<file path="src/sv/dtl_pkg.sv">
// ----------------------------------------------------------------------------
// dtl_pkg
// Shared types and codes of the door encoder travel limiter: register
// indexes, input codes, the command word passed from front to back end.
// ----------------------------------------------------------------------------
package dtl_pkg;

  // configuration port
  localparam int CFG_DATA_W = 24;
  localparam int CFG_IDX_W  = 3;

  localparam logic [CFG_IDX_W-1:0] REG_DIR_POL      = 3'd0;
  localparam logic [CFG_IDX_W-1:0] REG_SLOW_PCT     = 3'd1;
  localparam logic [CFG_IDX_W-1:0] REG_DEBOUNCE     = 3'd2;
  localparam logic [CFG_IDX_W-1:0] REG_INIT_SPAN    = 3'd3;
  localparam logic [CFG_IDX_W-1:0] REG_RESTORED_END = 3'd4;

  // input word codes
  localparam logic [1:0] MODE_PULSE       = 2'd0;
  localparam logic [1:0] MODE_TICK        = 2'd1;
  localparam logic [1:0] MODE_MARK_CLOSED = 2'd2;
  localparam logic [1:0] MODE_MARK_OPEN   = 2'd3;

  localparam logic [1:0] MOTION_OPENING = 2'd1;
  localparam logic [1:0] MOTION_CLOSING = 2'd2;

  // remembered end codes
  localparam logic [1:0] LIMIT_NONE   = 2'd0;
  localparam logic [1:0] LIMIT_CLOSED = 2'd1;
  localparam logic [1:0] LIMIT_OPEN   = 2'd2;

  // direction codes
  localparam logic signed [1:0] DIR_NONE  = 2'sb00;
  localparam logic signed [1:0] DIR_OPEN  = 2'sb01;
  localparam logic signed [1:0] DIR_CLOSE = 2'sb11;

  // register reset values
  localparam logic                RST_DIR_POL   = 1'b1;
  localparam logic [6:0]          RST_SLOW_PCT  = 7'd10;
  localparam logic [15:0]         RST_DEBOUNCE  = 16'd500;
  localparam logic signed [23:0]  RST_INIT_SPAN = 24'sd10000;
  localparam logic [1:0]          RST_RESTORED  = LIMIT_NONE;

  // slowdown zone scale (percent)
  localparam int SLOW_SCALE = 100;

  // command queue depth
  localparam int QUEUE_DEPTH = 2;

  typedef enum logic [2:0] {
    OP_PULSE_OPEN,
    OP_PULSE_CLOSE,
    OP_TICK_OPEN,
    OP_TICK_CLOSE,
    OP_TICK_IDLE,
    OP_MARK_CLOSED,
    OP_MARK_OPEN
  } op_t;

  typedef struct packed {
    op_t         op;
    logic [31:0] now_ms;
  } cmd_t;

  typedef enum logic [1:0] {
    SLOW_HOLD,
    SLOW_CLEAR,
    SLOW_EVAL
  } slow_op_t;

  typedef struct packed {
    logic        dir_high_close;
    logic [6:0]  slow_pct;
    logic [15:0] debounce;
  } cfg_t;

  typedef struct packed {
    logic       load_span;
    logic       load_end;
    logic       pct_write;
    logic [1:0] end_val;
  } cfg_evt_t;

endpackage

</file>
<file path="src/sv/dtl_front.sv">
// ----------------------------------------------------------------------------
// dtl_front
// Input side: takes words from the input channel and turns mode, motion and
// direction level into one command for the back end queue.
// ----------------------------------------------------------------------------
module dtl_front (
  input  logic          in_valid,
  output logic          in_ready,
  input  logic [1:0]    mode,
  input  logic          dir_level,
  input  logic [31:0]   now_ms,
  input  logic [1:0]    motion,
  input  logic          dir_high_close,
  input  logic          q_full,
  output logic          push,
  output dtl_pkg::cmd_t cmd
);
  import dtl_pkg::*;

  logic pulse_close;

  // take a word whenever the queue has room
  assign in_ready = !q_full;
  assign push     = in_valid && !q_full;

  // pin level read under the polarity setting
  assign pulse_close = !(dir_high_close ^ dir_level);

  // classify the word
  always_comb begin
    cmd.now_ms = now_ms;
    case (mode)
      MODE_PULSE: begin
        cmd.op = pulse_close ? OP_PULSE_CLOSE : OP_PULSE_OPEN;
      end
      MODE_TICK: begin
        if (motion == MOTION_OPENING) begin
          cmd.op = OP_TICK_OPEN;
        end else if (motion == MOTION_CLOSING) begin
          cmd.op = OP_TICK_CLOSE;
        end else begin
          cmd.op = OP_TICK_IDLE;
        end
      end
      MODE_MARK_CLOSED: cmd.op = OP_MARK_CLOSED;
      MODE_MARK_OPEN:   cmd.op = OP_MARK_OPEN;
      default:          cmd.op = OP_TICK_IDLE;
    endcase
  end

endmodule

</file>
<file path="src/sv/dtl_queue.sv">
// ----------------------------------------------------------------------------
// dtl_queue
// Short command queue between front and back end so that each side can
// stall on its own.
// ----------------------------------------------------------------------------
module dtl_queue (
  input  logic          clk,
  input  logic          rst,
  input  logic          push,
  input  dtl_pkg::cmd_t push_cmd,
  output logic          full,
  output logic          valid,
  output dtl_pkg::cmd_t head,
  input  logic          pop
);
  import dtl_pkg::*;

  localparam int PTR_W = (QUEUE_DEPTH > 1) ? $clog2(QUEUE_DEPTH) : 1;
  localparam int CNT_W = $clog2(QUEUE_DEPTH + 1);
  localparam logic [PTR_W-1:0] LAST_PTR = PTR_W'(QUEUE_DEPTH - 1);
  localparam logic [CNT_W-1:0] FULL_CNT = CNT_W'(QUEUE_DEPTH);

  cmd_t             entry [QUEUE_DEPTH];
  logic [PTR_W-1:0] wr_ptr;
  logic [PTR_W-1:0] rd_ptr;
  logic [CNT_W-1:0] count;

  assign full  = (count == FULL_CNT);
  assign valid = (count != '0);
  assign head  = entry[rd_ptr];

  // pointers and fill count
  always_ff @(posedge clk) begin
    if (rst) begin
      wr_ptr <= '0;
      rd_ptr <= '0;
      count  <= '0;
    end else begin
      if (push) begin
        wr_ptr <= (wr_ptr == LAST_PTR) ? '0 : wr_ptr + PTR_W'(1);
      end
      if (pop) begin
        rd_ptr <= (rd_ptr == LAST_PTR) ? '0 : rd_ptr + PTR_W'(1);
      end
      if (push && !pop) begin
        count <= count + CNT_W'(1);
      end else if (pop && !push) begin
        count <= count - CNT_W'(1);
      end
    end
  end

  // entry storage
  always_ff @(posedge clk) begin
    if (push) begin
      entry[wr_ptr] <= push_cmd;
    end
  end

endmodule

</file>
<file path="src/sv/dtl_back.sv">
// ----------------------------------------------------------------------------
// dtl_back
// Execution side: holds position, span, end mark and stop timer, runs one
// command per cycle unless stalled; slow flag settles in output register.
// ----------------------------------------------------------------------------
module dtl_back #(
  parameter int POS_WIDTH = 24
) (
  input  logic                                clk,
  input  logic                                rst,
  input  dtl_pkg::cfg_t                       cfg,
  input  dtl_pkg::cfg_evt_t                   evt,
  input  logic signed [dtl_pkg::CFG_DATA_W-1:0] span_raw,
  input  logic                                q_valid,
  input  dtl_pkg::cmd_t                       q_cmd,
  output logic                                q_pop,
  input  logic                                out_ready,
  output logic                                out_valid,
  output logic signed [POS_WIDTH-1:0]         position,
  output logic signed [1:0]                   direction,
  output logic                                slow,
  output logic                                stop_request,
  output logic [1:0]                          door_end,
  output logic signed [POS_WIDTH-1:0]         open_span,
  output logic                                persist
);
  import dtl_pkg::*;

  localparam int DIST_W = POS_WIDTH + 1;
  localparam int PROD_W = POS_WIDTH + 7;
  localparam int CMP_W  = POS_WIDTH + 9;
  localparam int RAW_W  = 33;

  localparam longint POS_MAX_L  = (longint'(1) <<< (POS_WIDTH - 1)) - 1;
  localparam longint POS_MIN_L  = -(longint'(1) <<< (POS_WIDTH - 1));
  localparam longint SPAN_RST_L = (longint'(RST_INIT_SPAN) > POS_MAX_L) ?
                                  POS_MAX_L : longint'(RST_INIT_SPAN);

  localparam logic signed [POS_WIDTH-1:0] POS_MAX  = POS_WIDTH'(POS_MAX_L);
  localparam logic signed [POS_WIDTH-1:0] POS_MIN  = POS_WIDTH'(POS_MIN_L);
  localparam logic signed [POS_WIDTH-1:0] SPAN_RST = POS_WIDTH'(SPAN_RST_L);
  localparam logic signed [RAW_W-1:0]     RAW_MAX  = RAW_W'(POS_MAX_L);
  localparam logic signed [RAW_W-1:0]     RAW_MIN  = RAW_W'(POS_MIN_L);

  // tracked state
  logic signed [POS_WIDTH-1:0] pos;
  logic signed [1:0]           dir_sign;
  logic signed [POS_WIDTH-1:0] span;
  logic [31:0]                 last_stop;
  logic [1:0]                  end_mark;
  logic                        slow_flag;

  // slowdown product of span and percent, refreshed every cycle
  logic signed [PROD_W-1:0]    prod;
  logic signed [PROD_W-1:0]    prod_mul;
  logic                        prod_ok;

  // execute stage result waiting for the output register
  logic                        a_valid;
  logic                        a_stop;
  logic                        a_persist;
  slow_op_t                    a_slow_op;
  logic signed [DIST_W-1:0]    a_dmin;
  logic signed [PROD_W-1:0]    a_prod;

  // next values of one command
  logic signed [POS_WIDTH-1:0] pos_next;
  logic signed [1:0]           dir_next;
  logic signed [POS_WIDTH-1:0] span_next;
  logic [31:0]                 last_stop_next;
  logic [1:0]                  end_next;
  logic                        stop_next;
  logic                        persist_next;
  slow_op_t                    slow_op_next;

  logic                        at_open;
  logic                        at_closed;
  logic                        at_end;
  logic                        stop_ok;
  logic [31:0]                 elapsed;
  logic signed [DIST_W-1:0]    pos_x;
  logic signed [DIST_W-1:0]    to_open;
  logic signed [DIST_W-1:0]    dmin;
  logic signed [RAW_W-1:0]     span_raw_x;
  logic signed [POS_WIDTH-1:0] span_cfg;
  logic                        span_change;
  logic                        adv_out;
  logic signed [CMP_W-1:0]     dist_scaled;
  logic signed [CMP_W-1:0]     thr_bound;
  logic                        slow_eval;

  // handshake between queue, execute stage and output register
  assign adv_out = a_valid && (!out_valid || out_ready);
  assign q_pop   = q_valid && prod_ok && (!a_valid || adv_out);

  // span written at startup, saturated to the position range
  assign span_raw_x = RAW_W'(span_raw);
  always_comb begin
    if (span_raw_x > RAW_MAX) begin
      span_cfg = POS_MAX;
    end else if (span_raw_x < RAW_MIN) begin
      span_cfg = POS_MIN;
    end else begin
      span_cfg = span_raw_x[POS_WIDTH-1:0];
    end
  end

  // end and debounce tests
  assign at_open   = (pos >= span);
  assign at_closed = (pos <= POS_WIDTH'(0));
  assign elapsed   = q_cmd.now_ms - last_stop;
  assign stop_ok   = (elapsed >= {16'd0, cfg.debounce});

  // distance to the nearer end
  assign pos_x   = DIST_W'(pos);
  assign to_open = DIST_W'(span) - pos_x;
  assign dmin    = (pos_x < to_open) ? pos_x : to_open;

  // command execution
  always_comb begin
    pos_next       = pos;
    dir_next       = dir_sign;
    span_next      = span;
    last_stop_next = last_stop;
    end_next       = end_mark;
    stop_next      = 1'b0;
    persist_next   = 1'b0;
    slow_op_next   = SLOW_HOLD;
    at_end         = (q_cmd.op == OP_TICK_OPEN) ? at_open : at_closed;
    case (q_cmd.op)
      OP_PULSE_OPEN: begin
        dir_next = DIR_OPEN;
        if (pos != POS_MAX) begin
          pos_next = pos + POS_WIDTH'(1);
        end
      end
      OP_PULSE_CLOSE: begin
        dir_next = DIR_CLOSE;
        if (pos != POS_MIN) begin
          pos_next = pos - POS_WIDTH'(1);
        end
      end
      OP_TICK_OPEN, OP_TICK_CLOSE: begin
        slow_op_next = SLOW_EVAL;
        if (at_end) begin
          if (stop_ok) begin
            stop_next      = 1'b1;
            last_stop_next = q_cmd.now_ms;
            if (at_closed) begin
              pos_next     = '0;
              end_next     = LIMIT_CLOSED;
              persist_next = 1'b1;
            end else if (at_open) begin
              pos_next     = span;
              end_next     = LIMIT_OPEN;
              persist_next = 1'b1;
            end
          end
          // closing at the closed end always pins the door shut
          if (q_cmd.op == OP_TICK_CLOSE) begin
            pos_next     = '0;
            end_next     = LIMIT_CLOSED;
            persist_next = 1'b1;
          end
        end
      end
      OP_TICK_IDLE: begin
        slow_op_next = SLOW_CLEAR;
      end
      OP_MARK_CLOSED: begin
        pos_next     = '0;
        end_next     = LIMIT_CLOSED;
        persist_next = 1'b1;
      end
      OP_MARK_OPEN: begin
        span_next    = pos;
        end_next     = LIMIT_OPEN;
        persist_next = 1'b1;
      end
      default: begin
      end
    endcase
  end

  // span times percent, operands widened to the product width
  assign prod_mul = PROD_W'(span) * $signed({{POS_WIDTH{1'b0}}, cfg.slow_pct});

  assign span_change = (q_pop && (q_cmd.op == OP_MARK_OPEN)) || evt.load_span;

  // slow test: dist <= trunc(prod / 100) as a compare without division
  assign dist_scaled = CMP_W'(a_dmin) * CMP_W'(SLOW_SCALE);
  assign thr_bound   = CMP_W'(a_prod) +
                       ((a_prod < 0) ? CMP_W'(SLOW_SCALE - 1) : CMP_W'(0));
  assign slow_eval   = (dist_scaled <= thr_bound);

  // state, execute stage and output control
  always_ff @(posedge clk) begin
    if (rst) begin
      pos       <= '0;
      dir_sign  <= DIR_NONE;
      span      <= SPAN_RST;
      last_stop <= '0;
      end_mark  <= RST_RESTORED;
      slow_flag <= 1'b0;
      prod_ok   <= 1'b0;
      a_valid   <= 1'b0;
      out_valid <= 1'b0;
    end else begin
      if (q_pop) begin
        pos       <= pos_next;
        dir_sign  <= dir_next;
        span      <= span_next;
        last_stop <= last_stop_next;
        end_mark  <= end_next;
      end else begin
        if (evt.load_span) begin
          span <= span_cfg;
        end
        if (evt.load_end) begin
          end_mark <= evt.end_val;
          if (evt.end_val == LIMIT_CLOSED) begin
            pos <= '0;
          end else if (evt.end_val == LIMIT_OPEN) begin
            pos <= span;
          end
        end
      end
      prod_ok <= !(span_change || evt.pct_write);
      if (q_pop) begin
        a_valid <= 1'b1;
      end else if (adv_out) begin
        a_valid <= 1'b0;
      end
      if (adv_out) begin
        out_valid <= 1'b1;
        case (a_slow_op)
          SLOW_CLEAR: slow_flag <= 1'b0;
          SLOW_EVAL:  slow_flag <= slow_eval;
          default:    slow_flag <= slow_flag;
        endcase
      end else if (out_ready) begin
        out_valid <= 1'b0;
      end
    end
  end

  // payload registers
  always_ff @(posedge clk) begin
    prod <= prod_mul;
    if (q_pop) begin
      a_stop    <= stop_next;
      a_persist <= persist_next;
      a_slow_op <= slow_op_next;
      a_dmin    <= dmin;
      a_prod    <= prod;
    end
    if (adv_out) begin
      position     <= pos;
      direction    <= dir_sign;
      door_end     <= end_mark;
      open_span    <= span;
      stop_request <= a_stop;
      persist      <= a_persist;
    end
  end

  assign slow = slow_flag;

endmodule

</file>
<file path="src/sv/door_encoder_travel_limiter.sv">
// ----------------------------------------------------------------------------
// door_encoder_travel_limiter
// Door travel tracking from encoder pulses, ticks and end marks, with slow
// zone, debounced stop request and end recalibration.
// ----------------------------------------------------------------------------
// Path: queue entry, then execute stage register, then output register.
// Throughput: one word per cycle unless the output stalls; a mark-open word,
//   or a write of slow_percent or initial_open_pulses, stalls the back end
//   while the span-times-percent multiplier register refreshes.
// Reset: synchronous; registers take their defaults, queue and output empty,
//   the first word after reset passes through without extra stalls.
// ----------------------------------------------------------------------------
module door_encoder_travel_limiter #(
  parameter int POS_WIDTH = 24
) (
  input  logic                                 clk,
  input  logic                                 rst,
  // configuration
  input  logic                                 cfg_we,
  input  logic [dtl_pkg::CFG_IDX_W-1:0]         cfg_index,
  input  logic [dtl_pkg::CFG_DATA_W-1:0]        cfg_data,
  // input channel
  input  logic                                 in_valid,
  output logic                                 in_ready,
  input  logic [1:0]                           mode,
  input  logic                                 dir_level,
  input  logic [31:0]                          now_ms,
  input  logic [1:0]                           motion,
  // output channel
  output logic                                 out_valid,
  input  logic                                 out_ready,
  output logic signed [POS_WIDTH-1:0]          position,
  output logic signed [1:0]                    direction,
  output logic                                 slow,
  output logic                                 stop_request,
  output logic [1:0]                           door_end,
  output logic signed [POS_WIDTH-1:0]          open_span,
  output logic                                 persist
);
  import dtl_pkg::*;

  cfg_t     cfg;
  cfg_evt_t evt;
  logic     q_full;
  logic     push;
  cmd_t     push_cmd;
  logic     q_valid;
  cmd_t     q_cmd;
  logic     q_pop;

  // configuration registers
  always_ff @(posedge clk) begin
    if (rst) begin
      cfg.dir_high_close <= RST_DIR_POL;
      cfg.slow_pct       <= RST_SLOW_PCT;
      cfg.debounce       <= RST_DEBOUNCE;
    end else if (cfg_we) begin
      case (cfg_index)
        REG_DIR_POL:  cfg.dir_high_close <= cfg_data[0];
        REG_SLOW_PCT: cfg.slow_pct       <= cfg_data[6:0];
        REG_DEBOUNCE: cfg.debounce       <= cfg_data[15:0];
        default: begin
        end
      endcase
    end
  end

  // startup loads of span and remembered end
  always_comb begin
    evt.load_span = cfg_we && (cfg_index == REG_INIT_SPAN);
    evt.load_end  = cfg_we && (cfg_index == REG_RESTORED_END);
    evt.pct_write = cfg_we && (cfg_index == REG_SLOW_PCT);
    evt.end_val   = (cfg_data[1:0] == LIMIT_CLOSED || cfg_data[1:0] == LIMIT_OPEN) ?
                    cfg_data[1:0] : LIMIT_NONE;
  end

  dtl_front u_front (
    .in_valid       (in_valid),
    .in_ready       (in_ready),
    .mode           (mode),
    .dir_level      (dir_level),
    .now_ms         (now_ms),
    .motion         (motion),
    .dir_high_close (cfg.dir_high_close),
    .q_full         (q_full),
    .push           (push),
    .cmd            (push_cmd)
  );

  dtl_queue u_queue (
    .clk      (clk),
    .rst      (rst),
    .push     (push),
    .push_cmd (push_cmd),
    .full     (q_full),
    .valid    (q_valid),
    .head     (q_cmd),
    .pop      (q_pop)
  );

  dtl_back #(
    .POS_WIDTH (POS_WIDTH)
  ) u_back (
    .clk          (clk),
    .rst          (rst),
    .cfg          (cfg),
    .evt          (evt),
    .span_raw     ($signed(cfg_data)),
    .q_valid      (q_valid),
    .q_cmd        (q_cmd),
    .q_pop        (q_pop),
    .out_ready    (out_ready),
    .out_valid    (out_valid),
    .position     (position),
    .direction    (direction),
    .slow         (slow),
    .stop_request (stop_request),
    .door_end     (door_end),
    .open_span    (open_span),
    .persist      (persist)
  );

endmodule

</file>
<file path="config.mk">
export PLATFORM = sky130hd
export DESIGN_NAME = door_encoder_travel_limiter
export DESIGN_NICKNAME = d
export VERILOG_FILES = /design/src/sv/dtl_pkg.sv /design/src/sv/dtl_front.sv /design/src/sv/dtl_queue.sv /design/src/sv/dtl_back.sv /design/src/sv/door_encoder_travel_limiter.sv
export SDC_FILE = /design/constraint.sdc
export NUM_CORES = 1
export LEC_CHECK = 0
export ABC_AREA = 1
export ABC_CLOCK_PERIOD_IN_PS = 13800
export BUFFER_PORTS_ARGS = -buffer_cell sky130_fd_sc_hd__buf_2
export CORE_MARGIN = 2
export CORE_UTILIZATION = 69
export CTS_CLUSTER_SIZE = 12
export DETAILED_ROUTE_END_ITERATION = 10
export PLACE_DENSITY_LB_ADDON = 0.2
export SETUP_SLACK_MARGIN = 0.5
export SYNTH_ARGS = -nofsm -noshare
export SYNTH_HDL_FRONTEND = slang
export SYNTH_HIERARCHICAL = 1
export SYNTH_SLANG_ARGS = --single-unit
</file>
<file path="constraint.sdc">
create_clock -name clk -period 13.8 [get_ports clk]
set_input_delay 2.76 -clock clk [delete_from_list [all_inputs] [get_ports clk]]
set_output_delay 2.76 -clock clk [all_outputs]
set_load 0.02 [all_outputs]
</file>
==> flow_summary.ini, run 1 <==
[status]
status = complete, no violations

[cells_and_area]
utilization = 0.746
drive_gt1_frac = 0.0790
seq_area_um2 = 8490
n_antenna_cell = 0
area_delta_synth_final_pct = 6.86
final_cell_mix = 871 x nand2_1, 694 x inv_1, 296 x ha_1
multi_input_area_um2 = 16700
fill_cells = 3095
final_common_cell = nand2_1
nNetsFinal = 4183

[routing]
vias_per_cell = 5.68
drtIter0Drc = 2310
wirelength_mm = 76.3
ant_nets = 0
vias = 24000
wl_per_cell_um = 18.0
drtPass1Iterations = 6
drcViolationCount = 0

[yosys]
syn-num-nets = 4119
mappedNetlistArea_um2 = 28500
ys.flop_type = edfxtp_1
ys_seq_area_frac = 0.298
synth.yosys.warnings = 6
async_reset_ff_frac = 0
synth_area_per_cell_um2 = 7.91
synth-edff-count = 184
ys_seq_elements = 332
synth.distinct_cells = 59
netlist_instances = 3603

[flow_run]
drv_cap = 0

[clocking]
cts-resized-gates = 0
cts_setup_buffers = 0
cts_made_buffers = 37
clkTransAtPathRegs_ns = 0.06
cts_tree = built
clkSinkCount = 332
cts_root_buf = clkbuf_16
htreeDepth = 2
clk-insertion-delay-late_ns = 0.58
cts_buffer_depth = 3
hold_buffers = 0

[sta]
finalHoldViolCount = 0
slew_headroom = 0.142
post-route-period-util = 0.428
maxSlewViolCount = 0
setup_viol = 0
tns_ns = 0
tightestPinTransition_ns = 1.28
max_freq_ghz = 0.169
skew_ns = 0.0388
rsz0062_at_grt = no
min_period_ns = 5.91

[global_routing]
grt_pass1_wl_mm = 122
grt_overflow = 0
grt_max_degree = 83
grt_usage = 0.355
antenna_found_initial = 1
grt_pass1_vias = 24200

[power]
powerDensity_nw_per_um2 = 259
p_leak_nw = 16.0
max-vdd-ir-drop_mv = 0.246

[critical_path]
critPathTopFamily = compound AO/OA/AOI/OAI gates
crit_end = u_back/slow
critPathMaxFanout = 4
path_cells = ha_1 -> fa_1 -> ha_1 -> ha_1 -> nand3_1 -> nand2_1 -> a21oi_1 -> o21ai_0 -> a21oi_1 -> o21ai_0 -> a21boi_0 -> o21bai_1 -> a21oi_1 -> xnor2_1 -> ha_1 -> nand4_1 -> inv_1 -> nand2_1 -> nor4_1 -> nand4_1 -> nand4_1 -> nand3_1 -> o211ai_1 -> a21oi_1
r2r-start = u_back/a_dmin[3]
critPathLaunch = u_back/a_dmin[3]
cp_slowest_cell = fa_1
critPathKind = reg2reg
cp-start-kind = flip-flop
r2r_cells = 24
cp_num_buf_inv = 1
max_stage_delay_ns = 0.50
r2r-end = u_back/slow
cp.depth = 24
worst-r2r-setup-slack_ns = 7.89
endpoint_kind = flip-flop
required_ns = 14.22
cp.arrival_ns = 6.33

[placed_design]
numPortBuffers = 125
gp_congestion = 0.995
post-dp-hpwl_mm = 60.7

[floorplanning]
core_um2 = 40800
ios = 126
die_area_um2 = 42900
start_util = 0.698
die_h_um = 207
row_count = 74
dieWidth_um = 207

[min_path]
min_path_type = reg2reg
[power by group]
group | leakage [nW] | total (mW) | internal [mW] | switching [mW]
combinational | 12.5 | 5.37 | 2.01 | 3.36
clock | 0.583 | 0.982 | 0.583 | 0.399
sequential | 2.92 | 1.54 | 1.33 | 0.217
[worst min-delay path by stage]
stage	from	end	slack (ns)	cells past startpoint
2_1_floorplan	u_back/prod[0]	u_back/a_prod[0]	0.39	0
3_3_place_gp	u_back/prod[4]	u_back/a_prod[4]	0.39	0
3_5_place_dp	u_back/prod[19]	u_back/a_prod[19]	0.39	0
4_1_cts	u_back/prod[9]	u_back/a_prod[9]	0.40	0
5_1_grt	u_back/prod[18]	u_back/a_prod[18]	0.41	0
6_report	u_back/prod[9]	u_back/a_prod[9]	0.40	0
[layer usage]
metal / share of wire / wire length [µm] / track usage / vias up
li1: - / - / - / 11600
met1: 0.39 / 29800 / 0.431 / 11200
met2: 0.47 / 36200 / 0.603 / 968
met3: 0.075 / 5700 / 0.0616 / 230
met4: 0.060 / 4540 / 0.193 / 2
met5: 0.00016 / 12 / 0 / -
[area by class of cell]
cell class | instances | share of cell area
repair buffers | 143 | 0.0250
inverters | 700 | 0.0863
multi-input cells | 2453 | 0.548
flip-flops and latches | 332 | 0.279
clock inverters | 8 | 0.00251
clock buffers | 59 | 0.0372
well taps | 532 | 0.0219
[cells by family after synthesis]
kind of cell             count (synthesis)  synth area share
multiplexers                            35            0.0178
adder cells (fa/ha/maj)                447             0.236
XOR/XNOR                               119            0.0366
flip-flops                             332             0.298
buffers and inverters                  818             0.117
AND/OR/NAND/NOR                       1423             0.209
AO/OA/AOI/OAI                          429            0.0854
[synth_stat cells (all sizes together) (11+ instances only)]
cell	instances	area share
xor2	80	0.025
nand2	876	0.12
nand4	53	0.012
nand3	135	0.026
a31oi	30	0.0066
edfxtp	184	0.19
o21a	11	0.0029
xnor2	39	0.012
ha	296	0.13
nor3	38	0.0072
inv	700	0.092
mux2	35	0.018
buf	60	0.017
clkbuf	58	0.0076
or2	13	0.0029
dfxtp	148	0.10
nor2	284	0.039
o21ai	123	0.022
fa	151	0.11
o21bai	11	0.0029
a21boi	13	0.0034
a21oi	186	0.033
[flip-flops by register name (all words and copies together), names as in the netlist, 25 cells and up, named ones only]
signal,cells
u_back/a_dmin,25
u_back/prod,31
u_queue/entry,70
u_back/a_prod,31
u_back/last_stop,32
[per-stage QoR]
stage / worst slack (ns) / hold WS [ns] / cell area, µm² / cells / power (mW)
6_report: 7.89 / 0.399 / 30400 / 4227 / 7.89
5_1_grt: 7.38 / 0.409 / 30400 / 4227 / 8.65
4_1_cts: 7.91 / 0.400 / 30400 / 4227 / 7.83
3_5_place_dp: 7.32 / 0.389 / 29200 / 4160 / 6.78
3_3_place_gp: 7.41 / 0.386 / 29200 / 4160 / 6.51
2_1_floorplan: 7.66 / 0.386 / 28500 / 3603 / 5.48
(Power assumes the default switching activity.)
==> inputs of run 2 (changes only) <==
- ABC_CLOCK_PERIOD_IN_PS: 13800 -> 5700
- CORE_UTILIZATION: 69 -> 64
- clock period: 13.8 -> 5.7 ns (I/O delays scaled with it)
==> run 2 against run 1 <==
  * Count of clock-buffer cells in the layout fell by 5
  * Clock power increased by 150%
  * Critical path type unchanged
  * Largest power group unchanged
  * First-iteration DRC count down 15%
  * Sequential power is 140% higher
  * Sequential share of layout area down 0.42 points
==> flow_summary.ini, run 2 (synthesis results as in run 1) <==
[power]
swShare = 0.505
powerDensity_nw_per_um2 = 636
p_switching_mw = 9.94
intPower_mw = 9.76
seq_power_share = 0.186
p_leak_nw = 16.3
p_total_mw = 19.7
max-vdd-ir-drop_mv = 0.688
clock_power_share = 0.123
p_comb_frac = 0.691

[sta]
setup_viol = 0
rsz0062_at_grt = yes
holdWs_ns = 0.400
maxSlewViolCount = 0
tns_ns = 0
fin_ws_ns = 0.683
post-route-period-util = 0.880
slew_headroom = 0.302
skew_ns = 0.0245
tightestPinTransition_ns = 1.04
finalHoldViolCount = 0
max_freq_ghz = 0.199
min_period_ns = 5.02

[cells_and_area]
nNetsFinal = 4231
final_common_cell = nand2_1
final_area_um2 = 31000
fill_cells = 3577
stdcell_count = 4339
top_register = u_queue/entry
utilization = 0.702
final_cell_mix = 870 x nand2_1, 694 x inv_1, 296 x ha_1
largest_reg_flops = 70
reg.largest.list = u_queue/entry: 70 flops, u_back/last_stop: 32 flops
area_delta_synth_final_pct = 8.69
drive_gt1_frac = 0.0966

[placed_design]
place_inst = 4261
post-dp-hpwl_mm = 62.5
preCtsSetupSlack_ns = 0.265
gp_congestion = 0.983
placed_cell_area_um2 = 29600
numPortBuffers = 125

[global_routing]
antenna_found_initial = 1
grt_pass1_wl_mm = 125
met3_usage = 0.0586
grt_usage = 0.340
met1_usage = 0.410
grt_max_degree = 68
grt_overflow = 0
grt_pass1_vias = 24500
met2_usage = 0.569
gr-max-usage-layer = met2

[routing]
ant_nets = 0
vias_per_cell = 5.53
vias = 24000
wirelength_mm = 78.2
drcViolationCount = 0
drtIter0Drc = 1974
wl_per_cell_um = 18.0
drtPass1Iterations = 6

[floorplanning]
row_count = 77
die_h_um = 215
ios = 126
start_util = 0.646
core_um2 = 44100
dieWidth_um = 215
die_area_um2 = 46200

[clocking]
cts_made_buffers = 39
clkSinkCount = 332
cts_root_buf = clkbuf_16
cts_buffer_depth = 3
clkTransAtPathRegs_ns = 0.06
htreeDepth = 2
cts_tree = built
clk-insertion-delay-late_ns = 0.57

[critical_path]
cp.arrival_ns = 5.44
cp_num_buf_inv = 1
endpoint_kind = flip-flop
critPathKind = reg2reg
critPathTopFamily = adder cells
cp_slowest_cell = fa_1
critPathLaunch = u_back/a_dmin[2]
required_ns = 6.12
critPathMaxFanout = 3
max_stage_delay_ns = 0.47
r2r-start = u_back/a_dmin[2]
cp-start-kind = flip-flop

[min_path]
hold_start = u_back/prod[12]
min_path_type = reg2reg

[status]
status = complete, no violations

[flow_run]
drv_cap = 0
-- run 2: final timing paths --
kind	to	slack, ns	depth (start not counted)
setup / recovery	u_back/slow	0.68	26
hold / removal	u_back/a_prod[12]	0.40	0
setup reg to reg	u_back/slow	0.68	26
hold reg to reg	u_back/a_prod[12]	0.40	0
-- run 2: power groups by stage --
| stage | Combinational [mW] | Clock, mW | Sequential, mW |
|---|---|---|---|
| 6_report | 13.6 | 2.43 | 3.67 |
| 2_1_floorplan | 9.71 | 0 | 3.56 |
| 3_5_place_dp | 13.0 | 0 | 3.71 |
| 4_1_cts | 13.2 | 2.48 | 3.66 |
| 3_3_place_gp | 12.6 | 0 | 3.67 |
| 5_1_grt | 15.4 | 2.56 | 3.71 |
-- run 2: worst reg2reg max path: cells and delay by family, from the launching register on --
family	cells	cell delay [ns]
fa+ha+maj	6	2.04
simple gates	10	1.11
compound gates	8	1.08
flops	1	0.43
xor+xnor	1	0.18
buf+inv	1	0.06
-- run 2: repair_timing --
item                                    CTS  global route
endpoints found under the setup margin    1            36
pin swaps                                 1             2
hold buffers                              0             0
hold endpoints to repair                  0             0
resized for setup                         4            30
setup buffers                             1             4
-- run 2: final cells by class --
type | count | area, µm² | area share
diodes | 1 | 2.50 | 0.0000808
inverters | 700 | 2630 | 0.0849
well taps | 592 | 741 | 0.0239
repair buffers | 189 | 1110 | 0.0358
flip-flops and latches | 332 | 8500 | 0.275
clock inverters | 18 | 175 | 0.00566
clock buffers | 54 | 1060 | 0.0343
multi-input cells | 2453 | 16700 | 0.541
-- run 2: routing by layer --
layer	vias up	share of wire	wire [µm]
met2	892	0.46	36300
met1	11200	0.39	30800
met5	-	0	0
met4	0	0.070	5500
li1	11700	-	-
met3	211	0.072	5640
==> inputs of run 3 (changes only) <==
- MAX_ROUTING_LAYER: not set -> met4
==> run 3 against run 2 <==
  * Clock power down 5%
  * Register-to-register slack improved by 0.06 ns
  * Worst setup slack gained 0.061 ns
  * Clock skew is 0.0053 ns lower
  * Design area about the same
  * Die area unchanged
  * Worst hold slack is essentially flat
  * Global-route usage is 0.96 points higher
  * Critical path type unchanged
  * Count of clock-buffer cells in the layout up 1
==> flow_summary.ini, run 3 (synthesis results as in run 1) <==
[status]
status = complete, no violations

[clocking]
hold_buffers = 0
htreeDepth = 2
clk-insertion-delay-late_ns = 0.56
cts_made_buffers = 39
clkSinkCount = 332
cts_tree = built
cts_root_buf = clkbuf_16
cts_buffer_depth = 3
clkTransAtPathRegs_ns = 0.06

[global_routing]
grt_pass1_wl_mm = 124
grt_max_degree = 65
antenna_found_initial = 1
grt_overflow = 0
grt_pass1_vias = 24200
grt_usage = 0.350

[floorplanning]
dieWidth_um = 215
start_util = 0.646
core_um2 = 44100
row_count = 77
die_h_um = 215
die_area_um2 = 46200
ios = 126

[cells_and_area]
largest_reg_flops = 70
utilization = 0.701
final_cell_mix = 871 x nand2_1, 694 x inv_1, 292 x ha_1
reg.largest.list = u_queue/entry: 70 flops, u_back/last_stop: 32 flops
nNetsFinal = 4229
fill_cells = 3545
final_area_um2 = 30900
drive_gt1_frac = 0.101
top_register = u_queue/entry
final_common_cell = nand2_1
area_delta_synth_final_pct = 8.62

[sta]
holdWs_ns = 0.400
max_freq_ghz = 0.202
maxSlewViolCount = 0
tightestPinTransition_ns = 1.04
setup_viol = 0
rsz0062_at_grt = yes
min_period_ns = 4.96
slew_headroom = 0.305
tns_ns = 0
skew_ns = 0.0192
post-route-period-util = 0.870
finalHoldViolCount = 0

[critical_path]
max_stage_delay_ns = 0.53
path_cells = ha_1 -> inv_1 -> fa_1 -> inv_1 -> ha_1 -> ha_2 -> nand2_1 -> nor2_1 -> nand2_1 -> or3b_2 -> o2111ai_1 -> xor2_1 -> inv_1 -> ha_1 -> nand2_1 -> nor2_2 -> nand2_1 -> nor4_2 -> nand4_1 -> nand4_1 -> nand3_1 -> o211ai_1 -> a21oi_1
required_ns = 6.13
critPathMaxFanout = 5
cp_num_buf_inv = 3
critPathTopFamily = adder cells
cp.arrival_ns = 5.38
endpoint_kind = flip-flop
critPathKind = reg2reg
cp-start-kind = flip-flop
cp_slowest_cell = edfxtp_1
crit_path_frequent_cell = nand2_1

[min_path]
min_path_type = reg2reg

[routing]
wl_per_cell_um = 18.1
vias = 24000
ant_nets = 0
drcViolationCount = 0
drtPass1Iterations = 6
drtIter0Drc = 2002
wirelength_mm = 78.4
vias_per_cell = 5.54

[placed_design]
gp_congestion = 0.996
placed_cell_area_um2 = 29600
post-dp-hpwl_mm = 63.0
numPortBuffers = 125

[power]
powerDensity_nw_per_um2 = 643
max-vdd-ir-drop_mv = 0.815
p_leak_nw = 16.3

[flow_run]
drv_cap = 0
-- run 3: where the power goes --
| group | total [mW] | switching (mW) | internal, mW | leakage, nW |
|---|---|---|---|---|
| clock | 2.30 | 0.985 | 1.31 | 0.569 |
| sequential | 3.68 | 0.470 | 3.21 | 2.93 |
| combinational | 13.9 | 8.63 | 5.29 | 12.8 |
| total | 19.9 | 10.1 | 9.81 | 16.3 |
-- run 3: final cells by class --
cell class / count / area, µm² / area share
multi-input cells: 2453 / 16800 / 0.543
flip-flops and latches: 332 / 8500 / 0.275
inverters: 700 / 2630 / 0.0849
repair buffers: 187 / 1100 / 0.0355
clock buffers: 55 / 1070 / 0.0345
well taps: 592 / 741 / 0.0239
clock inverters: 14 / 91.3 / 0.00295
diodes: 1 / 2.50 / 0.0000809
-- run 3: metal layers --
metal | vias up | routed length (µm) | track usage
li1 | 11700 | - | -
met1 | 11200 | 30900 | 0.407
met2 | 916 | 36800 | 0.579
met3 | 217 | 5560 | 0.0552
met4 | 0 | 5130 | 0.201
met5 | - | 0 | -
-- run 3: through the flow --
stage               instances  setup slack, ns  total power, mW
floorplan                3603            0.859             13.3
global placement         4256            0.428             16.2
detailed placement       4256            0.300             16.7
CTS                      4326            0.538             19.2
global route             4334            0.472             21.9
finish                   4334            0.743             19.9
-- run 3: what timing repair did --
item | in CTS | in global routing
resized for setup | 4 | 49
buffers inserted | 1 | 7
pin swaps | 1 | 9
setup endpoints to repair | 1 | 36
-- run 3: final timing paths --
path	from	to	slack, ns	cells after the start
setup / recovery	u_back/a_dmin[21]	u_back/slow	0.74	23
hold / removal	u_back/prod[0]	u_back/a_prod[0]	0.40	0
setup reg to reg	u_back/a_dmin[21]	u_back/slow	0.74	23
hold reg to reg	u_back/prod[0]	u_back/a_prod[0]	0.40	0
